[config.mk]
export PLATFORM = sky130hd
export DESIGN_NAME = websocket_frame_deframer
export DESIGN_NICKNAME = d
export VERILOG_FILES = /design/src/design/wsfd_pkg.sv /design/src/design/websocket_frame_deframer.sv
export VERILOG_INCLUDE_DIRS = /design/src /design/src/design
export SDC_FILE = /design/constraint.sdc
export NUM_CORES = 1
export LEC_CHECK = 0
export BUFFER_PORTS_ARGS = -buffer_cell sky130_fd_sc_hd__buf_2
export CORE_MARGIN = 5
export CORE_UTILIZATION = 52
export DETAILED_ROUTE_END_ITERATION = 6
export PLACE_DENSITY = 0.73
export SYNTH_ARGS = -nofsm -noshare
export SYNTH_HDL_FRONTEND = slang
export SYNTH_SLANG_ARGS = --single-unit
[constraint.sdc]
create_clock -name clk_i -period 4.3 [get_ports clk_i]
set_input_delay 1.29 -clock clk_i [delete_from_list [all_inputs] [get_ports clk_i]]
set_output_delay 1.29 -clock clk_i [all_outputs]
set_load 0.05 [all_outputs]
[src/design/websocket_frame_deframer_assert.svh]
// ----------------------------------------------------------------------------
// WebSocket deframer assertion macros
// Shorthand for clocked concurrent assertions, with and without reset qualification.
// ----------------------------------------------------------------------------
`ifndef WEBSOCKET_FRAME_DEFRAMER_ASSERT_SVH
`define WEBSOCKET_FRAME_DEFRAMER_ASSERT_SVH

// Checked only while the block is out of reset.
`define WSFD_ASSERT(lbl, prop, msg) \
  lbl: assert property (@(posedge clk_i) disable iff (!rst_ni) (prop)) else $error(msg);

// Checked at every edge, reset included.
`define WSFD_ASSERT_ALWAYS(lbl, prop, msg) \
  lbl: assert property (@(posedge clk_i) (prop)) else $error(msg);

`endif

[src/design/wsfd_pkg.sv]
// ----------------------------------------------------------------------------
// WebSocket deframer package
// Parser phases and header field constants shared by the deframer.
// ----------------------------------------------------------------------------
package wsfd_pkg;

  typedef enum logic [2:0] {
    PH_HDR0    = 3'd0,
    PH_HDR1    = 3'd1,
    PH_EXT     = 3'd2,
    PH_KEY     = 3'd3,
    PH_PAYLOAD = 3'd4,
    PH_HALT    = 3'd5
  } phase_e;

  localparam logic [3:0]  OpcodeMask   = 4'hF;
  localparam int unsigned MaskBitPos   = 7;
  localparam logic [6:0]  Len7Ext16    = 7'd126;
  localparam logic [6:0]  Len7Ext64    = 7'd127;
  localparam logic [3:0]  Ext16Bytes   = 4'd2;
  localparam logic [3:0]  Ext64Bytes   = 4'd8;
  localparam logic [3:0]  KeyBytes     = 4'd4;
  localparam logic [15:0] MaxPayloadRst = 16'd8192;

  // Register index decoded from paddr[2].
  localparam logic RegMaxPayload = 1'b0;

endpackage

[src/design/websocket_frame_deframer.sv]
// ----------------------------------------------------------------------------
// WebSocket frame deframer
// Parses a client-to-server byte stream and emits unmasked payload bytes.
// ----------------------------------------------------------------------------
// One byte is taken per clock with no gaps while results are not held back.
// A byte waits in the input register, where the header/payload logic works on
// it, and its result is written into the output register once that is free.
// The input stalls only while the input register holds a byte and the output
// register holds a result that is itself stalled. Header bytes give no result;
// each payload byte gives one, an empty frame gives one without a byte, and a
// frame longer than max_payload (register at byte address 0) gives one error
// result, after which every byte is consumed and dropped until reset.
module websocket_frame_deframer (
  input  logic        clk_i,
  input  logic        rst_ni,
  // Byte stream in
  input  logic        in_valid_i,
  output logic        in_stall_o,
  input  logic [7:0]  in_byte_i,
  // Results out
  output logic        out_valid_o,
  input  logic        out_stall_i,
  output logic [7:0]  payload_byte_o,
  output logic        has_byte_o,
  output logic [3:0]  opcode_o,
  output logic        last_of_frame_o,
  output logic [15:0] frame_length_o,
  output logic        error_o,
  // Configuration
  input  logic        psel,
  input  logic        penable,
  input  logic        pwrite,
  input  logic [2:0]  paddr,
  input  logic [31:0] pwdata,
  output logic [31:0] prdata,
  output logic        pready
);
  import wsfd_pkg::*;

  // Configuration register.
  logic [15:0] max_payload_q;
  logic        cfg_write;

  // Input register.
  logic        in_valid_q;
  logic [7:0]  in_byte_q;
  logic        in_accept;

  // Parser state.
  phase_e      phase_q, phase_d;
  logic [3:0]  opcode_q, opcode_d;
  logic        mask_q, mask_d;
  logic [15:0] len_q, len_d;     // low 16 bits of the frame length
  logic        hi_q, hi_d;       // some length bit above bit 15 is set
  logic [3:0]  ext_q, ext_d;
  logic [31:0] key_q, key_d;
  logic [15:0] pidx_q, pidx_d;

  // Result of the current byte.
  logic        out_free;
  logic        proc_go;
  logic        res_valid;
  logic [7:0]  res_byte;
  logic        res_has;
  logic        res_last;
  logic [15:0] res_len;
  logic        res_err;
  logic        chk_len;
  logic        start_pl;
  logic [7:0]  key_byte;

  // Output register.
  logic        out_valid_q;
  logic [7:0]  out_byte_q;
  logic        out_has_q;
  logic [3:0]  out_opcode_q;
  logic        out_last_q;
  logic [15:0] out_len_q;
  logic        out_err_q;

  // --------------------------------------------------------------------------
  // Configuration port
  // --------------------------------------------------------------------------
  assign pready    = 1'b1;
  assign cfg_write = psel && penable && pwrite && pready && (paddr[2] == RegMaxPayload);
  assign prdata    = (paddr[2] == RegMaxPayload) ? {16'd0, max_payload_q} : 32'd0;

  always_ff @(posedge clk_i or negedge rst_ni) begin
    if (!rst_ni) begin
      max_payload_q <= MaxPayloadRst;
    end else if (cfg_write) begin
      max_payload_q <= pwdata[15:0];
    end
  end

  // --------------------------------------------------------------------------
  // Handshake
  // --------------------------------------------------------------------------
  assign out_free   = !out_valid_q || !out_stall_i;
  assign proc_go    = in_valid_q && out_free;
  assign in_stall_o = in_valid_q && !out_free;
  assign in_accept  = in_valid_i && !in_stall_o;

  always_ff @(posedge clk_i or negedge rst_ni) begin
    if (!rst_ni) begin
      in_valid_q <= 1'b0;
    end else if (in_accept) begin
      in_valid_q <= 1'b1;
    end else if (proc_go) begin
      in_valid_q <= 1'b0;
    end
  end

  always_ff @(posedge clk_i) begin
    if (in_accept) begin
      in_byte_q <= in_byte_i;
    end
  end

  // --------------------------------------------------------------------------
  // Frame parser
  // --------------------------------------------------------------------------
  // Key byte for this payload position: position 0 uses bits 31..24.
  always_comb begin
    case (pidx_q[1:0])
      2'd0:    key_byte = key_q[31:24];
      2'd1:    key_byte = key_q[23:16];
      2'd2:    key_byte = key_q[15:8];
      default: key_byte = key_q[7:0];
    endcase
  end

  always_comb begin
    phase_d   = phase_q;
    opcode_d  = opcode_q;
    mask_d    = mask_q;
    len_d     = len_q;
    hi_d      = hi_q;
    ext_d     = ext_q;
    key_d     = key_q;
    pidx_d    = pidx_q;
    res_valid = 1'b0;
    res_byte  = 8'd0;
    res_has   = 1'b0;
    res_last  = 1'b0;
    res_len   = 16'd0;
    res_err   = 1'b0;
    chk_len   = 1'b0;
    start_pl  = 1'b0;

    if (proc_go) begin
      case (phase_q)
        PH_HDR0: begin
          opcode_d = in_byte_q[3:0] & OpcodeMask;
          phase_d  = PH_HDR1;
        end
        PH_HDR1: begin
          mask_d = in_byte_q[MaskBitPos];
          hi_d   = 1'b0;
          if (in_byte_q[6:0] == Len7Ext16 || in_byte_q[6:0] == Len7Ext64) begin
            ext_d   = (in_byte_q[6:0] == Len7Ext16) ? Ext16Bytes : Ext64Bytes;
            len_d   = 16'd0;
            phase_d = PH_EXT;
          end else begin
            len_d   = {9'd0, in_byte_q[6:0]};
            chk_len = 1'b1;
          end
        end
        PH_EXT: begin
          // Only the low 16 bits are kept; anything shifted past them is
          // folded into the sticky high flag.
          len_d = {len_q[7:0], in_byte_q};
          hi_d  = hi_q || (len_q[15:8] != 8'd0);
          ext_d = ext_q - 4'd1;
          if (ext_d == 4'd0) begin
            chk_len = 1'b1;
          end
        end
        PH_KEY: begin
          key_d = {key_q[23:0], in_byte_q};
          ext_d = ext_q - 4'd1;
          if (ext_d == 4'd0) begin
            start_pl = 1'b1;
          end
        end
        PH_PAYLOAD: begin
          pidx_d    = pidx_q + 16'd1;
          res_valid = 1'b1;
          res_byte  = in_byte_q ^ key_byte;
          res_has   = 1'b1;
          res_len   = len_q;
          res_last  = (pidx_d >= len_q);
          if (res_last) begin
            phase_d = PH_HDR0;
          end
        end
        default: begin
          // Halted, and any unused code: the byte is dropped.
        end
      endcase

      // The length is complete: check it against the limit before the key.
      if (chk_len) begin
        if (hi_d || (len_d > max_payload_q)) begin
          phase_d   = PH_HALT;
          res_valid = 1'b1;
          res_last  = 1'b1;
          res_err   = 1'b1;
          res_len   = hi_d ? 16'hFFFF : len_d;
        end else begin
          key_d = 32'd0;
          if (mask_d) begin
            ext_d   = KeyBytes;
            phase_d = PH_KEY;
          end else begin
            start_pl = 1'b1;
          end
        end
      end

      // The header is complete: an empty frame ends here with one result.
      if (start_pl) begin
        if (!hi_d && (len_d == 16'd0)) begin
          phase_d   = PH_HDR0;
          res_valid = 1'b1;
          res_last  = 1'b1;
        end else begin
          pidx_d  = 16'd0;
          phase_d = PH_PAYLOAD;
        end
      end
    end
  end

  always_ff @(posedge clk_i or negedge rst_ni) begin
    if (!rst_ni) begin
      phase_q  <= PH_HDR0;
      opcode_q <= 4'd0;
      mask_q   <= 1'b0;
      len_q    <= 16'd0;
      hi_q     <= 1'b0;
      ext_q    <= 4'd0;
      key_q    <= 32'd0;
      pidx_q   <= 16'd0;
    end else begin
      phase_q  <= phase_d;
      opcode_q <= opcode_d;
      mask_q   <= mask_d;
      len_q    <= len_d;
      hi_q     <= hi_d;
      ext_q    <= ext_d;
      key_q    <= key_d;
      pidx_q   <= pidx_d;
    end
  end

  // --------------------------------------------------------------------------
  // Output register
  // --------------------------------------------------------------------------
  always_ff @(posedge clk_i or negedge rst_ni) begin
    if (!rst_ni) begin
      out_valid_q <= 1'b0;
    end else if (out_free) begin
      out_valid_q <= proc_go && res_valid;
    end
  end

  always_ff @(posedge clk_i) begin
    if (proc_go && res_valid) begin
      out_byte_q   <= res_byte;
      out_has_q    <= res_has;
      out_opcode_q <= opcode_q;
      out_last_q   <= res_last;
      out_len_q    <= res_len;
      out_err_q    <= res_err;
    end
  end

  assign out_valid_o     = out_valid_q;
  assign payload_byte_o  = out_byte_q;
  assign has_byte_o      = out_has_q;
  assign opcode_o        = out_opcode_q;
  assign last_of_frame_o = out_last_q;
  assign frame_length_o  = out_len_q;
  assign error_o         = out_err_q;

  // --------------------------------------------------------------------------
  // Assertions
  // --------------------------------------------------------------------------
  `include "websocket_frame_deframer_assert.svh"

  `WSFD_ASSERT(a_halt_sticky, (phase_q == PH_HALT) |=> (phase_q == PH_HALT),
    "deframer left the halted state")
  `WSFD_ASSERT(a_err_shape, (out_valid_q && out_err_q) |->
    (out_last_q && !out_has_q && (phase_q == PH_HALT)), "error result without halt")
  `WSFD_ASSERT(a_empty_byte, (out_valid_q && !out_has_q) |->
    (out_byte_q == 8'd0 && out_last_q), "result without byte is malformed")
  `WSFD_ASSERT_ALWAYS(a_stall_cause, in_stall_o |->
    (in_valid_q && out_valid_q && out_stall_i), "input stalled while the output register is free")

endmodule
Yosys cells after proc, flatten, opt, wreduce, memory -nomap -nowiden. Index checks and enable logic that the tools add are counted.

Logic and storage cells: 115. Flip-flop bits (word level): 134. Output and inout bits: 66.

Bitwise operators: 2. Add/subtract/negate cells: 2. Muxes and demuxes: 56. Magnitude comparators: 2. Equal/unequal tests: 8. Reductions and logical operators: 27.

Operator list (count): two-way mux 16 bit (9); two-way mux 32 bit (3); one-hot mux 16 bit (2 select lines) (1); two-way mux 1 bit (25); one-hot mux 8 bit (3 select lines) (1); two-way mux 3 bit (7); two-way mux 4 bit (5); adder 16 x 1 -> 16 bit (second input constant) (1); >= comparator 16 bit (1); > comparator 16 bit (1); zero test 16 bit (1); equality test 7 bit (second input constant) (2); one-hot mux 3 bit (3 select lines) (1); logical AND 1 bit (8); one-hot mux 4 bit (2 select lines) (1); nonzero test 8 bit (1); XOR 8 bit (1); two-way mux 7 bit (1); equality test 3 x 2 -> 1 bit (second input constant) (2); AND reduction 2 bit (3); zero test 1 bit (5); zero test 4 bit (1); logical OR 1 bit (4); one-hot mux 1 bit (2 select lines) (2); 10 further kinds (10).

Depth between registers and ports, before layout. Gate-level depths: netlist of the first run.

Depth in word-level cells: 13. Depth in mapped cells: 15. Gate-level depth less buffers: 14.

Worst setup path before layout of the first run. OpenSTA, ideal clock, no wires.

Kind: reg2reg. From: register phase_q[1]. To: register out_err_q, in the netlist error_o, enable pin. Slack: -0.340 ns. Data arrival time: 4.202 ns. Clock period less this slack: 4.640 ns. Stages on the path, launching flop included: 14. Buffers on the path: 1. Path through: dfrtp_1 -> buf_4 -> and2b_1 -> o21ai_2 -> nor2_1 -> a22oi_1 -> inv_1 -> ha_1 -> and4_1 -> a31oi_1 -> a21oi_1 -> o221ai_2 -> nand2b_1 -> a31oi_1.

Cells in the longest elaborated chain, start to end: 11. Elaborated cells between the ends (all ways): 29. Classes of those cells: order compare (1); eq/ne (4); mux (19); reduce/logical (5).

Ends and longest elaborated chain: from (decl) (RTL line websocket_frame_deframer.sv:50) `phase_e phase_q, phase_d;`; from (signal assigned) (RTL line websocket_frame_deframer.sv:246) `phase_q <= phase_d;`; equality test 3 x 2 -> 1 bit or equality test 3 x 1 -> 1 bit (tied branches) (RTL line websocket_frame_deframer.sv:152) `case (phase_q)`; one-hot mux 16 bit (2 select lines) (RTL line websocket_frame_deframer.sv:152); two-way mux 16 bit (RTL line websocket_frame_deframer.sv:151) `if (proc_go) begin`; > comparator 16 bit (RTL line websocket_frame_deframer.sv:204) `if (hi_d || (len_d > max_payload_q)) begin`; logical OR 1 bit (RTL line websocket_frame_deframer.sv:204); two-way mux 1 bit (RTL line websocket_frame_deframer.sv:204); two-way mux 1 bit (RTL line websocket_frame_deframer.sv:203) `if (chk_len) begin`; two-way mux 1 bit, on equally long branches (RTL line websocket_frame_deframer.sv:223, websocket_frame_deframer.sv:151); two-way mux 1 bit * (RTL line websocket_frame_deframer.sv:222) `if (start_pl) begin`; two-way mux 1 bit * (RTL line websocket_frame_deframer.sv:151); logical AND 1 bit * (RTL line websocket_frame_deframer.sv:269) `if (proc_go && res_valid) begin`; to (signal assigned) (RTL line websocket_frame_deframer.sv:275) `out_err_q <= res_err;`; to (decl) (RTL line websocket_frame_deframer.sv:79) `logic out_err_q;`.

Every way passes the cells marked *; elsewhere a longest branch is shown, timed or not. The select of a mux whose other input is x is not followed. A chain may end at the register's enable or synchronous reset.

Final worst setup path of the first run.
From: register phase_q[0]. To: register out_err_q, in the netlist error_o, enable pin.

The elaborated chain is that of the path after synthesis.

==> results.sh, run 1 <==
export IMPL_status="finished clean"
export IMPL_synth_most_common_cell="dfrtp_1"
export IMPL_path_max_fanout=11
export IMPL_synth_edff_count=39
export IMPL_finalHoldViolCount=0
export IMPL_netlist_top_cells_count="94 x dfrtp_1, 76 x nand2_1, 56 x inv_1, 53 x nor2_1"
export IMPL_insertion_delay_ns=0.44
export IMPL_p_total_mw=6.81
export IMPL_rsz0062_at_grt="false"
export IMPL_routed_top_layer="met4"
export IMPL_setup_tns_final_ns=0
export IMPL_antenna_found_initial=0
export IMPL_yosysTopAreaCell="dfrtp_1"
export IMPL_drive_gt1_frac=0.205
export IMPL_dieArea_um2=17000
export IMPL_antenna_left=0
export IMPL_synth_compound_area_frac=0.186
export IMPL_clkTransAtPathRegs_ns=0.06
export IMPL_cts_sinks=134
export IMPL_fin_area_um2=8740
export IMPL_whs_ns=0.443
export IMPL_pwr_density_cell_nw_per_um2=779
export IMPL_arrival_ns=4.26
export IMPL_hold_path_end="opcode_o[3]"
export IMPL_report_final_slew_viol_count=0
export IMPL_ioPinCount=116
export IMPL_r2r_start="phase_q[0]"
export IMPL_grt_util_all_layers=0.233
export IMPL_grt_overflow=0
export IMPL_dp_hpwl_um=13300
export IMPL_wirelength_um=18900
export IMPL_hp_class="flop to flop"
export IMPL_cap_violations=0
export IMPL_hold_depth=0
export IMPL_syn_to_final_growth_pct=16.3
export IMPL_nFillCells=1166
export IMPL_r2r_setup_slack_ns=0.18
export IMPL_io_buffer_count=80
export IMPL_cts_tree="built"
export IMPL_end_kind="flop"
export IMPL_ys_seq_area_frac=0.472
export IMPL_wl_per_cell_um=18.2
export IMPL_wl_met3_um=1510
export IMPL_nets=930
export IMPL_fin_crit_sh=0.958
export IMPL_grt_max_degree=67
export IMPL_dieHeight_um=130
export IMPL_grt_pass1_vias=6120
export IMPL_root_buffer="clkbuf_16"
export IMPL_wl_met1_um=7430
export IMPL_synthArstFlopShare=0.709
export IMPL_dp_cells=1007
export IMPL_die_width_um=130
export IMPL_stdcell_count=1039
export IMPL_route_met2_wl_um=9560
export IMPL_initial_core_util=0.523
export IMPL_viasPerCell=5.95
export IMPL_place_ws_ns=0.0576
export IMPL_r2r_end="error_o"
export IMPL_vias=6184
export IMPL_postSynthAreaPerCell_um2=9.86
export IMPL_synthXorXnorAreaFrac=0.0256
export IMPL_ys_top_cells_by_area="dfrtp_1 31%, edfxtp_1 16%, ha_1 6.3%"
export IMPL_synth_top_family_by_area="compound AO/OA/AOI/OAI gates"
export IMPL_synth_simple_area_share=0.147
export IMPL_vdd_ir_drop_max_mv=0.421
export IMPL_drt_initial_drc_count=547
export IMPL_cp_required_ns=4.44
export IMPL_core_um2=14400
export IMPL_synthMuxAreaShare=0.0338
export IMPL_max_slew_margin=0.391
export IMPL_yosys_warnings=0
export IMPL_synthFlopType="dfrtp_1"
export IMPL_postPlaceCellArea_um2=8140
export IMPL_crit_type="flop to flop"
export IMPL_setup_violations=0
export IMPL_synth_distinct_cells=62
export IMPL_place_congestion=0.861
export IMPL_synth_seq_cells=134
export IMPL_power_leakage_nw=4.04
export IMPL_layout_min_cycle_time_ns=4.12
export IMPL_antennaDiodeCount=0
export IMPL_cts_buffers=17
export IMPL_max_freq_mhz=243
export IMPL_firstDrtPassIters=5
export IMPL_post_route_drc_count=0
export IMPL_grt_pass1_wl_um=30700
export IMPL_synthAdderAreaFrac=0.0633
export IMPL_tightest_slew_ns=0.914
export IMPL_cp_start_kind="flop"
export IMPL_worstHoldStart="opcode_q[3]"
export IMPL_netlist_area_leader_share=0.313
export IMPL_synth_cell_area_um2=7510
export IMPL_syn_inst=762
export IMPL_worstRegToRegCells=13
export IMPL_cts_htree_levels=4
export IMPL_finClkSkew_ns=0.0244
export IMPL_final_util=0.608
export IMPL_fin_ws_ns=0.179
export IMPL_clockBufferDepth=2
export IMPL_num_rows=44
-- sequential cells by signal, summed over array words and instances, names as in the netlist --
| name | count |
|---|---|
| error_o | 1 |
| ext_q | 4 |
| frame_length_o | 16 |
| has_byte_o | 1 |
| hi_q | 1 |
| in_byte_q | 8 |
| in_valid_q | 1 |
| key_q | 32 |
| last_of_frame_o | 1 |
| len_q | 16 |
| mask_q | 1 |
| max_payload_q | 16 |
| opcode_o | 4 |
| opcode_q | 4 |
| out_valid_o | 1 |
| payload_byte_o | 8 |
| phase_q | 3 |
| pidx_q | 16 |
-- area by class of cell --
| cell class | instances | area [um2] | area share |
|---|---|---|---|
| clock buffer | 18 | 439 | 0.0503 |
| tap | 184 | 230 | 0.0263 |
| multi-input combinational | 523 | 3530 | 0.404 |
| timing repair buffer | 110 | 641 | 0.0733 |
| clock inverter | 14 | 139 | 0.0159 |
| sequential | 134 | 3550 | 0.406 |
| inverter | 56 | 210 | 0.0241 |
-- cells by family after synthesis --
logic type      count (synthesis)
flops                         134
fa+ha+maj                      38
other cells                     2
xor+xnor                       22
simple gates                  220
compound gates                203
mux                            23
buf+inv                       120
-- worst max-delay path by stage --
stage	start	end	depth (start not counted)
final	phase_q[0]	error_o	13
after CTS	phase_q[0]	frame_length_o[5]	14
after global routing	phase_q[0]	frame_length_o[13]	13
after global placement	phase_q[0]	key_q[25]	13
after floorplan	phase_q[1]	error_o	13
after detailed placement	phase_q[0]	key_q[25]	13
-- placed cells by master (no fill, tap or decap), types with 9 or more instances in the layout --
cell	instances
a21oi_1	34
a22o_1	35
a22oi_1	28
and3_1	9
buf_2	79
buf_4	30
clkbuf_16	17
conb_1	17
dfrtp_1	94
edfxtp_1	39
ha_1	38
inv_1	56
mux2_2	19
nand2_1	76
nand3_1	12
nor2_1	53
o21ai_0	39
o21ai_1	10
xnor2_1	16
-- where the power goes --
part           leakage [nW]  switching (mW)  total (mW)  internal (mW)
Sequential             1.54           0.382        2.12           1.74
Clock                 0.284           0.599        1.42          0.823
Combinational          2.22            2.03        3.26           1.23
-- repair_timing --
item | in CTS | in global routing
resized for setup | 1 | 2
setup buffers | 0 | 0
endpoints found under the hold margin | 0 | 0
setup endpoints to repair | 18 | 61
hold buffers | 0 | 0
-- per-layer routing --
layer | vias up | GRT usage
li1 | 2873 | -
met4 | 0 | 0.107
met5 | - | 0
met2 | 250 | 0.384
met1 | 3023 | 0.294
met3 | 38 | 0.0520
-- critical path, stage by stage, from the launching register on --
cell	delay [ns]
dfrtp_1	0.47
buf_4	0.21
o21bai_1	0.53
o21ai_0	0.23
o31ai_1	0.22
ha_1	0.37
and4_1	0.21
a31oi_1	0.19
a21oi_1	0.08
o221ai_2	0.33
nand2b_1	0.19
buf_4	0.20
a31oi_4	0.33
buf_4	0.24
Note: power is estimated with default switching activity, not from simulation.
==> run 2, diff against run 1 <==
--- a/config.mk
+++ b/config.mk
@@ -11,6 +11,7 @@
 export CORE_UTILIZATION = 52
 export DETAILED_ROUTE_END_ITERATION = 6
 export PLACE_DENSITY = 0.73
+export RECOVER_POWER = 25
 export SYNTH_ARGS = -nofsm -noshare
 export SYNTH_HDL_FRONTEND = slang
 export SYNTH_SLANG_ARGS = --single-unit
==> run 2 against run 1 <==
The run now ends with max-capacitance violations, max-slew violations left; critical endpoint unchanged; sequential cell count is the same; final cell count is the same; largest cell class unchanged; via count grew 0.16%.
==> results.sh, run 2 (synthesis gave the netlist of run 1 again) <==
export IMPL_internal_power_mw=3.79
export IMPL_num_rows=44
export IMPL_grt_overflow=0
export IMPL_violations="max-capacitance violations, max-slew violations"
export IMPL_postCtsSetupRepairBufs=0
export IMPL_crit_top_cell="buf_4"
export IMPL_rsz0062_at_grt="false"
export IMPL_drive_gt1_frac=0.204
export IMPL_path_max_fanout=11
export IMPL_cp_start_kind="flop"
export IMPL_final_cell_mix="94 x dfrtp_1, 78 x buf_2, 76 x nand2_1, 56 x inv_1, 53 x nor2_1"
export IMPL_nFillCells=1168
export IMPL_wl_per_cell_um=18.2
export IMPL_grt_max_degree=67
export IMPL_place_ws_ns=0.0576
export IMPL_cap_violations=1
export IMPL_arrival_ns=4.25
export IMPL_hold_depth=0
export IMPL_crit_type="flop to flop"
export IMPL_cts_tree="built"
export IMPL_post_route_drc_count=0
export IMPL_fin_area_um2=8740
export IMPL_antenna_left=0
export IMPL_finalHoldViolCount=0
export IMPL_tightest_slew_ns=1.78
export IMPL_antenna_found_initial=0
export IMPL_viasPerCell=5.96
export IMPL_fin_crit_sh=0.955
export IMPL_report_final_slew_viol_count=67
export IMPL_grt_pass1_wl_um=30700
export IMPL_r2r_setup_slack_ns=0.19
export IMPL_cts_buffers=17
export IMPL_layout_min_cycle_time_ns=4.11
export IMPL_grt_util_all_layers=0.233
export IMPL_critical_path_top_delay_family="compound AO/OA/AOI/OAI gates"
export IMPL_clkPwrFrac=0.209
export IMPL_syn_to_final_growth_pct=16.3
export IMPL_firstDrtPassIters=5
export IMPL_max_stage_delay_ns=0.53
export IMPL_combPwrFrac=0.479
export IMPL_postPlaceCellArea_um2=8140
export IMPL_dieArea_um2=17000
export IMPL_largest_reg_flops=32
export IMPL_worstRegToRegCells=13
export IMPL_setup_violations=0
export IMPL_place_congestion=0.861
export IMPL_setup_tns_final_ns=0
export IMPL_die_width_um=130
export IMPL_swShare=0.443
export IMPL_r2r_end="error_o"
export IMPL_drt_initial_drc_count=547
export IMPL_cp_depth=13
export IMPL_wirelength_um=18900
export IMPL_hp_class="flop to flop"
export IMPL_power_leakage_nw=4.04
export IMPL_core_um2=14400
export IMPL_cp_num_buf_inv=3
export IMPL_ioPinCount=116
export IMPL_finClkSkew_ns=0.0198
export IMPL_max_slew_margin=-0.188
export IMPL_regMostFlops="key_q"
export IMPL_end_kind="flop"
export IMPL_dieHeight_um=130
export IMPL_root_buffer="clkbuf_16"
export IMPL_clockBufferDepth=2
export IMPL_crit_chain="buf_4 -> o21bai_1 -> o21ai_0 -> o31ai_1 -> ha_1 -> and4_1 -> a31oi_1 -> a21oi_1 -> o221ai_2 -> nand2b_1 -> buf_4 -> a31oi_4 -> buf_4"
export IMPL_grt_pass1_vias=6120
export IMPL_vias=6194
export IMPL_nets=930
export IMPL_cts_htree_levels=4
export IMPL_r2r_start="phase_q[0]"
export IMPL_max_freq_mhz=243
export IMPL_power_frac_seq=0.312
export IMPL_antennaDiodeCount=0
export IMPL_status="finished with violations"
export IMPL_dp_hpwl_um=13300
export IMPL_final_common_cell="dfrtp_1"
export IMPL_fin_ws_ns=0.192
export IMPL_initial_core_util=0.523
export IMPL_slowest_stage="o21bai_1"
export IMPL_vdd_ir_drop_max_mv=0.421
export IMPL_hold_path_end="opcode_o[3]"
export IMPL_cp_required_ns=4.44
export IMPL_io_buffer_count=80
export IMPL_worstHoldStart="opcode_q[3]"
export IMPL_clkTransAtPathRegs_ns=0.06
export IMPL_power_switching_mw=3.02
export IMPL_pwr_density_cell_nw_per_um2=779
export IMPL_insertion_delay_ns=0.44
export IMPL_cts_sinks=134
[run 2: changes by cell type in the layout (fill, tap and decap cells not counted)]
cell      before  now
and2_0         1    2
and2_1         8    7
buf_2         79   78
buf_4         30   29
clkbuf_1       0    1
clkbuf_2       0    1
[run 2: final cells by class]
cell class | count | area, um2 | share of cell area
multi-input cells | 523 | 3530 | 0.404
well taps | 184 | 230 | 0.0264
repair buffers | 110 | 637 | 0.0729
clock inverters | 14 | 139 | 0.0159
inverters | 56 | 210 | 0.0241
flip-flops and latches | 134 | 3550 | 0.406
clock buffers | 18 | 439 | 0.0503
[run 2: metal layers]
metal  track usage  vias up  routed length (um)
met4         0.107        0                 447
met3        0.0520       40                1490
met1         0.294     3027                7470
li1              -     2871                   -
met2         0.384      256                9520
met5             0        -                   0
[run 2: how the worst max path moves through the flow]
stage | from | endpoint | slack, ns
after global placement | phase_q[0] | key_q[25] | 0.22
after detailed placement | phase_q[0] | key_q[25] | 0.06
after CTS | phase_q[0] | frame_length_o[5] | 0.23
final | phase_q[0] | error_o | 0.19
after global routing | phase_q[0] | frame_length_o[13] | 0.03
after floorplan | phase_q[1] | error_o | 0.32
[run 2: metrics by stage]
step | hold slack, ns | power [mW] | util | instances
floorplan | 0.419 | 4.42 | - | 777
CTS | 0.444 | 6.80 | 0.607 | 1039
global placement | 0.428 | 5.15 | 0.567 | 1007
finish | 0.443 | 6.81 | 0.608 | 1039
detailed placement | 0.430 | 5.33 | 0.567 | 1007
global route | 0.455 | 7.28 | 0.608 | 1039
[run 2: power groups by stage]
stage,clock [mW],combinational [mW],sequential (mW)
floorplan,0,2.14,2.28
CTS,1.44,3.24,2.11
global placement,0,3.05,2.10
detailed placement,0,3.20,2.13
global route,1.50,3.61,2.17
finish,1.42,3.26,2.12
[run 2: what timing repair did]
| item | in CTS | in global routing |
|---|---|---|
| gates cloned | 0 | 0 |
| endpoints found under the setup margin | 18 | 61 |
| hold buffers | 0 | 0 |
| resized for setup | 1 | 2 |
==> run 3, diff against run 2 <==
--- a/config.mk
+++ b/config.mk
@@ -8,9 +8,9 @@
 export LEC_CHECK = 0
 export BUFFER_PORTS_ARGS = -buffer_cell sky130_fd_sc_hd__buf_2
 export CORE_MARGIN = 5
-export CORE_UTILIZATION = 52
+export CORE_UTILIZATION = 40
 export DETAILED_ROUTE_END_ITERATION = 6
-export PLACE_DENSITY = 0.73
+export PLACE_DENSITY = 0.56
 export RECOVER_POWER = 25
 export SYNTH_ARGS = -nofsm -noshare
 export SYNTH_HDL_FRONTEND = slang
==> constraint.sdc (replaced) <==
create_clock -name clk_i -period 4.1 [get_ports clk_i]
set_input_delay 1.23 -clock clk_i [delete_from_list [all_inputs] [get_ports clk_i]]
set_output_delay 1.23 -clock clk_i [all_outputs]
set_load 0.05 [all_outputs]
==> run 3 against run 2 <==
The run now ends clean; sequential cell count unchanged; via count decreased by 1.6%; non-clock buffer count increased by 5; routed wire length increased by 3.7%; highest routed layer unchanged.
==> results.sh, run 3 (synthesis gave the netlist of run 1 again) <==
export IMPL_initial_core_util=0.404
export IMPL_cp_required_ns=4.31
export IMPL_clockBufferDepth=2
export IMPL_pwr_density_cell_nw_per_um2=813
export IMPL_cp_depth=15
export IMPL_cts_htree_levels=4
export IMPL_place_ws_ns=0.256
export IMPL_grt_max_degree=52
export IMPL_tightest_slew_ns=1.46
export IMPL_cts_resized=0
export IMPL_antenna_left=0
export IMPL_place_congestion=0.821
export IMPL_power_switching_mw=3.17
export IMPL_clkPwrFrac=0.212
export IMPL_max_freq_mhz=262
export IMPL_postPlaceCellArea_um2=8230
export IMPL_fin_area_um2=8820
export IMPL_path_max_fanout=32
export IMPL_cts_tree="built"
export IMPL_cap_violations=0
export IMPL_grt_pass1_vias=6028
export IMPL_syn_to_final_growth_pct=17.4
export IMPL_setup_violations=0
export IMPL_setup_tns_final_ns=0
export IMPL_viasPerCell=5.57
export IMPL_crit_type="flop to flop"
export IMPL_fin_crit_sh=0.933
export IMPL_vias=6093
export IMPL_vdd_ir_drop_max_mv=0.382
export IMPL_crit_chain="buf_6 -> o21bai_1 -> buf_4 -> a211oi_1 -> inv_1 -> ha_1 -> a21oi_1 -> o21ai_0 -> a211oi_1 -> o221ai_2 -> nand2b_1 -> buf_4 -> nor2b_1 -> buf_4 -> a22oi_1"
export IMPL_max_slew_margin=0.0280
export IMPL_core_um2=18600
export IMPL_layout_min_cycle_time_ns=3.82
export IMPL_rsz0062_at_grt="false"
export IMPL_status="finished clean"
export IMPL_finalHoldViolCount=0
export IMPL_dieHeight_um=147
export IMPL_hold_depth=0
export IMPL_fin_ws_ns=0.277
export IMPL_num_rows=50
export IMPL_combPwrFrac=0.478
export IMPL_drive_gt1_frac=0.205
export IMPL_cts_sinks=134
export IMPL_postCtsSetupRepairBufs=0
export IMPL_nFillCells=1766
export IMPL_insertion_delay_ns=0.43
export IMPL_finClkSkew_ns=0.0169
export IMPL_wl_per_cell_um=18.0
export IMPL_report_final_slew_viol_count=0
export IMPL_internal_power_mw=4.00
export IMPL_cp_start_kind="flop"
export IMPL_max_stage_delay_ns=0.50
export IMPL_largest_reg_flops=32
export IMPL_grt_overflow=0
export IMPL_multi_input_area_um2=3530
export IMPL_grt_util_all_layers=0.184
export IMPL_die_width_um=147
export IMPL_regMostFlops="key_q"
export IMPL_dieArea_um2=21600
export IMPL_antenna_found_initial=0
export IMPL_grt_pass1_wl_um=31800
export IMPL_crit_top_cell="buf_4"
export IMPL_drt_initial_drc_count=483
export IMPL_arrival_ns=4.03
export IMPL_clkTransAtPathRegs_ns=0.06
export IMPL_root_buffer="clkbuf_16"
export IMPL_swShare=0.442
export IMPL_io_buffer_count=80
export IMPL_final_common_cell="dfrtp_1"
export IMPL_wirelength_um=19600
export IMPL_worstRegToRegCells=15
export IMPL_firstDrtPassIters=5
export IMPL_end_kind="flop"
export IMPL_hp_class="flop to flop"
export IMPL_cts_hold_buf=0
export IMPL_ioPinCount=116
export IMPL_post_route_drc_count=0
export IMPL_nets=935
export IMPL_final_util=0.475
export IMPL_slowest_stage="dfrtp_1"
export IMPL_power_leakage_nw=4.06
export IMPL_critical_path_top_delay_family="compound AO/OA/AOI/OAI gates"
export IMPL_final_cell_mix="94 x dfrtp_1, 78 x buf_2, 76 x nand2_1, 56 x inv_1, 53 x nor2_1"
export IMPL_antennaDiodeCount=0
export IMPL_cp_num_buf_inv=5
export IMPL_dp_hpwl_um=14000
export IMPL_regArea_um2=3550
export IMPL_power_frac_seq=0.310
export IMPL_cts_buffers=17
run 3: changes by cell type in the layout (fill, tap and decap cells not counted), sizes merged:
cell    previous run  this run
buf              108       110
inv               62        63
clkbuf            20        23
clkinv             6         5
run 3: stage by stage:
stage,hold slack [ns],total power [mW],cells
final,0.453,7.17,1094
after global routing,0.460,7.68,1094
after global placement,0.427,5.49,1062
after floorplan,0.419,4.64,777
after CTS,0.453,7.19,1094
after detailed placement,0.438,5.63,1062
run 3: path summary, 6_finish.rpt:
check | from | end | slack [ns]
setup / recovery | phase_q[1] | frame_length_o[13] | 0.28
hold / removal | opcode_q[3] | opcode_o[3] | 0.45
setup reg to reg | phase_q[1] | frame_length_o[13] | 0.28
hold reg to reg | opcode_q[3] | opcode_o[3] | 0.45
max in group asynchronous | rst_ni | key_q[15] | 1.10
min in group asynchronous | rst_ni | max_payload_q[12] | 1.16
run 3: power groups by stage:
| stage | combinational [mW] | clock, mW | sequential, mW |
|---|---|---|---|
| global route | 3.79 | 1.62 | 2.28 |
| floorplan | 2.25 | 0 | 2.39 |
| detailed placement | 3.40 | 0 | 2.23 |
| finish | 3.43 | 1.52 | 2.22 |
| CTS | 3.43 | 1.55 | 2.21 |
| global placement | 3.29 | 0 | 2.21 |
run 3: layer usage:
metal,share of wire,vias to the layer above,GRT usage
li1,-,2888,-
met1,0.44,3003,0.243
met2,0.49,179,0.312
met3,0.052,23,0.0367
met4,0.012,0,0.0452
met5,0,-,0
run 3: cell type report:
cell class | instances | share of cell area
well taps | 234 | 0.0332
clock inverters | 14 | 0.0157
flip-flops and latches | 134 | 0.402
inverters | 56 | 0.0238
multi-input cells | 523 | 0.400
clock buffers | 18 | 0.0511
repair buffers | 115 | 0.0742
run 3: worst register-to-register path: cells and delay by family, from the launching register on:
kind / cells / cell delay [ns]
AO/OA/AOI/OAI: 7 / 1.70
adder cells (fa/ha/maj): 1 / 0.30
buffers and inverters: 5 / 0.93
flip-flops: 1 / 0.50
AND/OR/NAND/NOR: 2 / 0.18
